===== src/rcmf_pkg.sv =====
// ============================================================================
// rcmf_pkg
// Shared widths, types and register codes of the RGBA color matrix filter.
// ============================================================================
`default_nettype none

package rcmf_pkg;

  localparam int CHAN_W     = 8;                  // one color channel
  localparam int COEF_W     = 16;                 // signed Q3.12 coefficient
  localparam int NUM_CHAN   = 4;                  // r, g, b, a
  localparam int NUM_COLS   = 5;                  // r, g, b, a, offset
  localparam int NUM_GROUPS = 5;                  // packed coefficient registers
  localparam int REG_W      = 64;                 // register width
  localparam int ADDR_W     = 6;                  // byte address, 8 bytes a register
  localparam int REG_SEL_W  = 3;                  // register index in paddr
  localparam int PROD_W     = COEF_W + CHAN_W + 1; // coef times zero-extended channel
  localparam int ACC_W      = PROD_W + 3;          // sum of five products

  localparam logic [CHAN_W-1:0] CHAN_MAX = 8'hFF; // offset column multiplier

  typedef logic [NUM_GROUPS-1:0][REG_W-1:0]   coef_bank_t;
  typedef logic [NUM_COLS-1:0][COEF_W-1:0]    coef_row_t;
  typedef logic [NUM_COLS-1:0][CHAN_W-1:0]    pix_col_t;

  typedef enum logic [REG_SEL_W-1:0] {
    REG_COEF0 = 3'd0,
    REG_COEF1 = 3'd1,
    REG_COEF2 = 3'd2,
    REG_COEF3 = 3'd3,
    REG_COEF4 = 3'd4
  } reg_sel_t;

  // coefficient idx lives in register idx/4, lane idx%4
  function automatic logic [COEF_W-1:0] coef_at(coef_bank_t bank, logic [4:0] idx);
    logic [REG_W-1:0] grp;
    grp = bank[idx[4:2]];
    return grp[{idx[1:0], 4'b0000} +: COEF_W];
  endfunction

endpackage

`default_nettype wire


===== src/rcmf_regs.sv =====
// ============================================================================
// rcmf_regs
// APB register file holding the five packed coefficient registers.
// ============================================================================
`default_nettype none

module rcmf_regs (
  input  wire logic                      clk,
  input  wire logic                      rst,
  input  wire logic                      psel,
  input  wire logic                      penable,
  input  wire logic                      pwrite,
  input  wire logic [rcmf_pkg::ADDR_W-1:0] paddr,
  input  wire logic [rcmf_pkg::REG_W-1:0]  pwdata,
  output      logic [rcmf_pkg::REG_W-1:0]  prdata,
  output      logic                      pready,
  output      rcmf_pkg::coef_bank_t      coef
);
  import rcmf_pkg::*;

  logic     wr_en;
  reg_sel_t sel;

  assign pready = 1'b1;
  assign wr_en  = psel && penable && pwrite;
  assign sel    = reg_sel_t'(paddr[ADDR_W-1 -: REG_SEL_W]);

  always_ff @(posedge clk) begin
    if (rst) begin
      coef <= '0;
    end else if (wr_en) begin
      unique case (sel)
        REG_COEF0: coef[0] <= pwdata;
        REG_COEF1: coef[1] <= pwdata;
        REG_COEF2: coef[2] <= pwdata;
        REG_COEF3: coef[3] <= pwdata;
        REG_COEF4: coef[4] <= pwdata;
        default: ;  // unmapped: dropped
      endcase
    end
  end

  always_comb begin
    unique case (sel)
      REG_COEF0: prdata = coef[0];
      REG_COEF1: prdata = coef[1];
      REG_COEF2: prdata = coef[2];
      REG_COEF3: prdata = coef[3];
      REG_COEF4: prdata = coef[4];
      default:   prdata = '0;
    endcase
  end

endmodule

`default_nettype wire


===== config.mk =====
export PLATFORM = sky130hd
export DESIGN_NAME = rcmf_regs
export DESIGN_NICKNAME = d
export VERILOG_FILES = /design/src/rcmf_pkg.sv /design/src/rcmf_regs.sv
export SDC_FILE = /design/constraint.sdc
export NUM_CORES = 1
export LEC_CHECK = 0
export ABC_AREA = 1
export BUFFER_PORTS_ARGS = -buffer_cell sky130_fd_sc_hd__buf_2
export CORE_MARGIN = 2
export CORE_UTILIZATION = 52
export CTS_CLUSTER_DIAMETER = 200
export CTS_CLUSTER_SIZE = 10
export DETAILED_ROUTE_END_ITERATION = 8
export PLACE_DENSITY_LB_ADDON = 0.05
export RECOVER_POWER = 100
export SLEW_MARGIN = 20
export SYNTH_ARGS = -nofsm -noshare
export SYNTH_HDL_FRONTEND = slang
export SYNTH_SLANG_ARGS = --single-unit

===== constraint.sdc =====
create_clock -name clk -period 1.9 [get_ports clk]
set_input_delay 0.285 -clock clk [delete_from_list [all_inputs] [get_ports clk]]
set_output_delay 0.285 -clock clk [all_outputs]
set_load 0.03 [all_outputs]

==> flow_summary.ini <==
[run_status]
status = finished clean

[sta]
relSlewSlack = 0.3579
finalCritPeriodShare = 0.9776
skew_ps = 0
finalCriticalPeriod_ps = 1858
drv_slew = 0
whs_ps = 149.1
setup_viol = 0
fmax_mhz = 538.4
hold_viol = 0
rsz0062_at_grt = true
worst_pin_slew_ps = 963.1
layout_setup_ws_ps = 42.49

[power_and_ir_drop]
leakage_nw = 8.635
p_total_mw = 14.50
vdd_drop_max_uv = 801.2
powerDensity_nw_per_um2 = 762.1

[synth]
avgSynthCellArea_um2 = 6.186
ys_warn_count = 0
synth_cell_types = 18
syn_area_um2 = 15640
synth_cells = 2529
ys_seq_elements = 320
synth-seq-area-share = 0.4095
syn_nets = 2604

[critical_path]
critPathBufInv = 4
slowest_delay_ps = 260
crit_family = buffers and inverters
cp_slowest_cell = buf_6
crit_chain = clkbuf_4 -> nor2_4 -> buf_6 -> buf_6 -> nand3_1 -> nand2_1 -> nor2_1 -> nand2_1 -> buf_4
crit_required_ps = 1620
critPathKind = in2out
worstPathMaxFanout = 18
arrival_ps = 1570
crit_path_end_kind = output port
worstSetupStartpointType = input port

[global_routing]
grt_start_max_net_pins = 90
grt_pass1_vias = 15870
overflow = 0
grt_use_met1 = 0.4333
grt_pass1_wl_um = 86930
met2_usage = 0.5854
grt-busiest-layer = met2
antenna_found_initial = 4
grt_util_met3 = 0.07498
grt_usage = 0.3485

[clocking]
clock-sinks = 320
ctsHtreeMaxLevel = 2
clkSlewWorstSetupHoldPaths_ps = 60
cts_root_buffer = clkbuf_16
clk_path_buf_depth = 3
clk_latency_ps = 500
cts_tree = yes
numCtsBuffers = 37
postCtsHoldBufs = 0

[routing]
drc = 0
ant_nets = 0
num_vias = 17710
drt_pre_antenna_iters = 6
wl_per_cell_um = 17.75
drtIter0Drc = 1679
via_per_inst = 5.358
routed_wl_um = 58680

[place]
place_ws_ps = 3.211
placedCellCount = 3255
place_congestion = 0.8922
dp_hpwl_um = 37490
io_buffers = 455

[floorplanning]
die_y_um = 177.4
die_width_um = 177.4
ios = 460
core_area_um2 = 29640
rows = 63
start_util = 0.5278
die-area_um2 = 31490

[cells_and_area]
nets = 2986
top_regs = coef: 320 flops
area_delta_synth_final_pct = 21.65
utilization = 0.6421
drive_gt1_frac = 0.09213
final_common_cell = nor2_1
largest_reg_flops = 320
fill_cells = 3030
regMostFlops = coef
layout_common_cells = nor2_1, nand2_1, nand3_1
stdcell_count = 3305

[min_path]
hp-class = in2reg

[flow_run]
maxCapViolCount = 0
[cell type report]
type                       instances  area (um^2)  share of cell area
inverter                         138        538.0             0.02827
multi-input combinational       1876         7787              0.4092
tap                              390        488.0             0.02564
clock buffer                      37        925.9             0.04865
timing repair buffer             538         2870              0.1508
sequential                       320         6406              0.3366
antenna                            6        15.01           0.0007890
[metrics by stage]
| stage | area, um^2 | TNS, ps |
|---|---|---|
| final | 19030 | 0 |
| after global routing | 19030 | -60.57 |
| after CTS | 19480 | 0 |
| after detailed placement | 18560 | 0 |
| after global placement | 18560 | 0 |
| after floorplan | 15640 | 0 |
[cells by family (layout without fill, tap and decap cells)]
kind of cell / Yosys count / in the layout / synth area share
buf+inv: 333 / 713 / 0.09334
flops: 320 / 320 / 0.4095
other cells: 1 / 7 / 0.0002397
simple gates: 1875 / 1875 / 0.4969
[worst reg2reg max path, cell delays in order, from the launching register on]
cell,delay (ps)
dfxtp_1,400
nor2_1,70
nor2_1,140
[report_power, final]
part           leakage [nW]  total, mW  internal (mW)  switching (mW)
registers              2.58       6.88           6.80          0.0788
logic                  5.60       1.60          0.443            1.16
clock network         0.456       6.02           3.42            2.60
[timing repair]
item                       4_1_cts  5_1_grt
resized for setup                0       13
buffers inserted                 0        3
setup endpoints to repair        0       25
[routing by layer]
metal	vias to the layer above	part of all wire
met2	906	0.47
met3	152	0.096
met4	2	0.035
li1	8624	-
met5	-	0.0018
met1	8024	0.40
[cells in the mapped netlist]
master    instances  share of area
buf_4            19         0.0091
inv_1           134          0.032
clkinv_1          1        0.00024
nand3_2           2         0.0013
nor2_4            4         0.0029
nor2_1          742           0.18
dfxtp_1         320           0.41
nand2_1         679           0.16
buf_1            22         0.0053
nand4_1          94          0.038
nand3_4           1         0.0011
buf_6             1        0.00072
conb_1            1        0.00024
nor2_2            2        0.00080
buf_2           105          0.034
nand3_1         351           0.11
clkbuf_1         48          0.012
inv_2             3        0.00072
[path summary, 6_finish.rpt]
path	startpoint	endpoint	slack [ps]	cells after the start
worst max-delay path	paddr[3]	prdata[29]	40	9
worst min-delay path	pwdata[3]	coef[195]$_SDFFE_PP0P_	150	5
worst max register to register	coef[177]$_SDFFE_PP0P_	coef[177]$_SDFFE_PP0P_	1230	2
worst min register to register	coef[202]$_SDFFE_PP0P_	coef[202]$_SDFFE_PP0P_	500	2
Note: power is estimated with default switching activity, not from simulation.
