$ cat config.mk
export PLATFORM = sky130hd
export DESIGN_NAME = rcmf_row
export DESIGN_NICKNAME = d
export VERILOG_FILES = /design/src/rcmf_pkg.sv /design/src/rcmf_row.sv
export SDC_FILE = /design/constraint.sdc
export NUM_CORES = 2
export LEC_CHECK = 0
export ABC_CLOCK_PERIOD_IN_PS = 8500
export BUFFER_PORTS_ARGS = -buffer_cell sky130_fd_sc_hd__buf_2
export CORE_ASPECT_RATIO = 1.25
export CORE_MARGIN = 4
export CORE_UTILIZATION = 35
export CTS_CLUSTER_DIAMETER = 150
export DETAILED_ROUTE_END_ITERATION = 10
export HOLD_SLACK_MARGIN = 0.1
export SETUP_SLACK_MARGIN = 0.3
export SLEW_MARGIN = 30
export SYNTH_ARGS = -nofsm -noshare
export SYNTH_HDL_FRONTEND = slang
export SYNTH_SLANG_ARGS = --single-unit
$ cat constraint.sdc
create_clock -name clk -period 8.5 [get_ports clk]
set_input_delay 2.55 -clock clk [delete_from_list [all_inputs] [get_ports clk]]
set_output_delay 2.55 -clock clk [all_outputs]
set_load 0.02 [all_outputs]
$ cat src/rcmf_pkg.sv
// ============================================================================
// rcmf_pkg
// Shared widths, types and register codes of the RGBA color matrix filter.
// ============================================================================
`default_nettype none

package rcmf_pkg;

  localparam int CHAN_W     = 8;                  // one color channel
  localparam int COEF_W     = 16;                 // signed Q3.12 coefficient
  localparam int NUM_CHAN   = 4;                  // r, g, b, a
  localparam int NUM_COLS   = 5;                  // r, g, b, a, offset
  localparam int NUM_GROUPS = 5;                  // packed coefficient registers
  localparam int REG_W      = 64;                 // register width
  localparam int ADDR_W     = 6;                  // byte address, 8 bytes a register
  localparam int REG_SEL_W  = 3;                  // register index in paddr
  localparam int PROD_W     = COEF_W + CHAN_W + 1; // coef times zero-extended channel
  localparam int ACC_W      = PROD_W + 3;          // sum of five products

  localparam logic [CHAN_W-1:0] CHAN_MAX = 8'hFF; // offset column multiplier

  typedef logic [NUM_GROUPS-1:0][REG_W-1:0]   coef_bank_t;
  typedef logic [NUM_COLS-1:0][COEF_W-1:0]    coef_row_t;
  typedef logic [NUM_COLS-1:0][CHAN_W-1:0]    pix_col_t;

  typedef enum logic [REG_SEL_W-1:0] {
    REG_COEF0 = 3'd0,
    REG_COEF1 = 3'd1,
    REG_COEF2 = 3'd2,
    REG_COEF3 = 3'd3,
    REG_COEF4 = 3'd4
  } reg_sel_t;

  // coefficient idx lives in register idx/4, lane idx%4
  function automatic logic [COEF_W-1:0] coef_at(coef_bank_t bank, logic [4:0] idx);
    logic [REG_W-1:0] grp;
    grp = bank[idx[4:2]];
    return grp[{idx[1:0], 4'b0000} +: COEF_W];
  endfunction

endpackage

`default_nettype wire

$ cat src/rcmf_row.sv
// ============================================================================
// rcmf_row
// One matrix row: five products, two-level add, then clamp to 0..255.
// ============================================================================
`default_nettype none

module rcmf_row #(
  parameter int FRAC_BITS = 12
) (
  input  wire logic                         clk,
  input  wire rcmf_pkg::coef_row_t          coef,
  input  wire rcmf_pkg::pix_col_t           pix,
  output      logic [rcmf_pkg::CHAN_W-1:0]  chan
);
  import rcmf_pkg::*;

  logic signed [PROD_W-1:0] prod [NUM_COLS];
  logic signed [ACC_W-1:0]  sum_lo;
  logic signed [ACC_W-1:0]  sum_hi;
  logic signed [ACC_W-1:0]  sum_off;
  logic signed [ACC_W-1:0]  acc;
  logic [CHAN_W-1:0]        chan_next;

  // stage 1: products
  always_ff @(posedge clk) begin
    for (int c = 0; c < NUM_COLS; c++) begin
      prod[c] <= $signed(coef[c]) * $signed({1'b0, pix[c]});
    end
  end

  // stage 2: pairwise sums
  always_ff @(posedge clk) begin
    sum_lo  <= ACC_W'(prod[0]) + ACC_W'(prod[1]);
    sum_hi  <= ACC_W'(prod[2]) + ACC_W'(prod[3]);
    sum_off <= ACC_W'(prod[4]);
  end

  // stage 3: full row sum
  always_ff @(posedge clk) begin
    acc <= sum_lo + sum_hi + sum_off;
  end

  // negative -> 0, whole part above 255 -> 255, else drop the fraction
  always_comb begin
    if (acc[ACC_W-1]) begin
      chan_next = '0;
    end else if (|acc[ACC_W-2:FRAC_BITS+CHAN_W]) begin
      chan_next = CHAN_MAX;
    end else begin
      chan_next = acc[FRAC_BITS +: CHAN_W];
    end
  end

  // stage 4: output register
  always_ff @(posedge clk) begin
    chan <= chan_next;
  end

endmodule

`default_nettype wire

==> results.toml <==
[power]
pwr-share-clk_pct = 8.6
leakage_nw = 17.7
power_density_nw_per_um2 = 394
p_switching_mw = 6.62
intPower_mw = 7.03
swShare_pct = 48.5
p_seq_share_pct = 15.3
power_frac_comb_pct = 76.2
ir_drop_v = 0.000219

[worst_setup_path]
required_ps = 8890
critPathKind = "input pin to register"
cp-end-kind = "register"
path_max_fanout = 16
worst_path_max_delay_cell = "a2111oi_0"
arrival_ps = 7300
path_buf_inv = 4
cpMostUsedCell = "fa_1"
crit_family = "adder cells"
crit_chain = "buf_2 > nand2_1 > fa_1 > inv_1 > fa_1 > fa_1 > inv_1 > fa_1 > inv_1 > ha_1 > a2111oi_0 > o21ai_0 > and3_1 > o21ba_2 > a21oi_1 > a21oi_1 > xor2_1"
max_stage_delay_ps = 550
worstSetupStartpoint = "pix[24]"
r2r_start = "sum_lo[6]$_DFF_P_"
ff2ff_setup_slack_ps = 5530
worstSetupStartpointType = "input pin"

[layout]
area_growth_pct = 8.84
num-nets-final = 4592
layout-drive-gt1-share_pct = 5.27
multi_input_area_um2 = 24100
final_common_cell = "inv_1"
seq_area_um2 = 4520
antennaDiodeCount = 0
final_cell_mix = "inv_1 (786), fa_1 (537), and2_1 (367)"
num-fill-cells = 9084

[timing]
max_freq_ghz = 0.145
finalHoldViolCount = 0
timing.setup.tns_ps = 0
slew-limit-headroom_pct = 40.1
finalSetupViolCount = 0
grt_setup_unrepaired = "false"
slew_viol_final = 0
min_period_over_period_pct = 81.3
post-route-min-period_ps = 6910
clock_skew_ps = 12.0
fin_ws_ps = 1590
worstMarginPinSlew_ps = 888

[logic_synthesis]
ys_warn_count = 0
yosysUniqueCellTypes = 71
synth_top_area_cell = "fa_1"
synth_area_um2 = 31800
yosysTopAreaCellShare_pct = 33.8
ys.flop_type = "dfxtp_1"
syn_nets = 4495
synth_seq_cells = 226
syn_avg_cell_area_um2 = 9.05
seq_area_frac_synth_pct = 14.2
async_flop_share_pct = 0
synth_top_cells_by_area = "fa_1 (34%), dfxtp_1 (14%), ha_1 (13%), inv_1 (9.3%), and2_1 (7.2%)"
synth_edf_count = 0
synthCells = 3511

[route]
vias = 22500
wire_per_inst_um = 14.6
met3_wirelength_um = 1740
route.met2.wl_um = 36600
routed_wl_um = 70300
ant_nets = 0
drt-met1-wl_um = 30800
vias_per_cell = 4.67
top_layer = "met4"
firstDrtPassIters = 5
first_iter_violations = 904
drc = 0

[floorplan]
die_h_um = 345
die_area_um2 = 95700
die_w_um = 278
num_io_pins = 129
core_area_um2 = 90000
start_util_pct = 35.3
std_cell_rows = 123

[clocking]
clk_path_buf_depth = 3
cts_sinks = 226
post_cts_buffers = 0
cts_hold_buf = 0
cts_buffers = 25
clk_latency_ps = 510
cts_resized = 0
cts-root-buf = "clkbuf_16"
path_clk_slew_ps = 60
cts-htree-levels = 1
cts_tree = "done"

[grt]
grt.overflow.total = 0
grt_max_degree = 17
antenna_found_initial = 0
grtUsageTotal_pct = 15.1
grt_pass1_vias = 24000
grt_pass1_wl_um = 120000

[job]
cap_violations = 0

[status]
status = "finished, final reports clean"

[place]
io_buffers = 128
dpl_worst_slack_ps = 1110
dp_hpwl_um = 59500
place_congestion = 0.852

[worst_hold_path]
min-delay-start = "prod[4][19]$_DFF_P_"
hp-class = "register to register"
-- final cells by class --
type / instances / area share (%)
flip-flops and latches: 226 / 13.1
clock buffers: 33 / 2.07
well taps: 1187 / 4.29
multi-input cells: 2441 / 69.6
repair buffers: 128 / 1.85
clock inverters: 10 / 0.546
inverters: 786 / 8.53
-- worst reg2reg max path, delay by kind of cell, from the launching register on --
kind            cells  cell delay (ps)
fa+ha+maj           2              780
compound gates      6             1650
flops               1              340
xor+xnor            1              140
-- cell families (layout without fill, tap and decap cells) --
group | count (synthesis) | count (layout) | share of synthesized area (%)
AND/OR/NAND/NOR | 967 | 967 | 15.5
adder cells (fa/ha/maj) | 863 | 863 | 46.6
buffers and inverters | 844 | 957 | 9.99
AO/OA/AOI/OAI | 446 | 446 | 9.01
flip-flops | 226 | 226 | 14.2
XOR/XNOR | 155 | 155 | 4.27
multiplexers | 10 | 10 | 0.323
-- metrics by stage --
step | hold slack, ps | instance area [um^2] | utilization (%) | cells | total power [mW]
floorplan | 310 | 31800 | - | 3511 | 10.1
global placement | 312 | 33700 | 37.4 | 4768 | 12.5
detailed placement | 312 | 33700 | 37.4 | 4768 | 12.5
CTS | 327 | 34600 | 38.4 | 4811 | 13.8
global route | 334 | 34600 | 38.4 | 4811 | 15.3
finish | 326 | 34600 | 38.4 | 4811 | 13.6
-- cell usage after synthesis (3+ instances only) --
| cell | count |
|---|---|
| fa_1 | 537 |
| o22ai_1 | 3 |
| inv_1 | 786 |
| and2_1 | 367 |
| dfxtp_1 | 226 |
| xnor2_1 | 111 |
| xor2_1 | 44 |
| o211ai_1 | 12 |
| a2111oi_0 | 4 |
| and3_1 | 12 |
| or2_2 | 3 |
| or3_1 | 6 |
| nor3_1 | 39 |
| nand2b_1 | 17 |
| or4_1 | 4 |
| a221oi_1 | 6 |
| a21boi_0 | 5 |
| nand3_1 | 32 |
| nor2_1 | 85 |
| nand4_1 | 15 |
| a21oi_1 | 154 |
| a31o_2 | 7 |
| nor2b_1 | 21 |
| a311oi_1 | 5 |
| o21ai_1 | 4 |
| a211o_1 | 3 |
| nor4_1 | 3 |
| a221o_1 | 5 |
| a211oi_1 | 15 |
| and4_1 | 3 |
| o21bai_1 | 19 |
| clkbuf_1 | 56 |
| o311ai_0 | 6 |
| a31oi_1 | 18 |
| nand2_1 | 344 |
| o21ai_0 | 71 |
| o31ai_1 | 4 |
| o2111ai_1 | 3 |
| o21a_1 | 21 |
| nor3b_1 | 5 |
| ha_1 | 326 |
| mux2i_1 | 8 |
| a21o_1 | 59 |
-- registers in the layout, indices dropped and copies added, names as in the netlist --
| signal | flops |
|---|---|
| sum_off | 25 |
| sum_hi | 26 |
| chan | 8 |
| prod | 125 |
| sum_lo | 26 |
| acc | 16 |
-- path summary, 6_finish.rpt --
kind | to | cells after the start
worst min register to register | sum_off[19]$_DFF_P_ | 0
worst min-delay path | sum_off[19]$_DFF_P_ | 0
worst max register to register | acc[21]$_DFF_P_ | 9
worst max-delay path | prod[3][21]$_DFF_P_ | 17
-- layer usage --
| metal | global-route usage [%] | up-vias |
|---|---|---|
| met3 | 1.20 | 81 |
| met2 | 28.2 | 281 |
| met5 | 0 | - |
| met1 | 19.2 | 11000 |
| met4 | 2.83 | 0 |
| li1 | - | 11100 |
-- power groups by stage --
stage | combinational [mW] | clock, mW | sequential (mW)
2_1_floorplan | 8.12 | 0 | 1.96
5_1_grt | 12.0 | 1.25 | 2.14
4_1_cts | 10.5 | 1.20 | 2.11
6_report | 10.4 | 1.17 | 2.08
3_5_place_dp | 10.4 | 0 | 2.12
3_3_place_gp | 10.3 | 0 | 2.13
No activity file was read; power rests on OpenSTA's default activity.
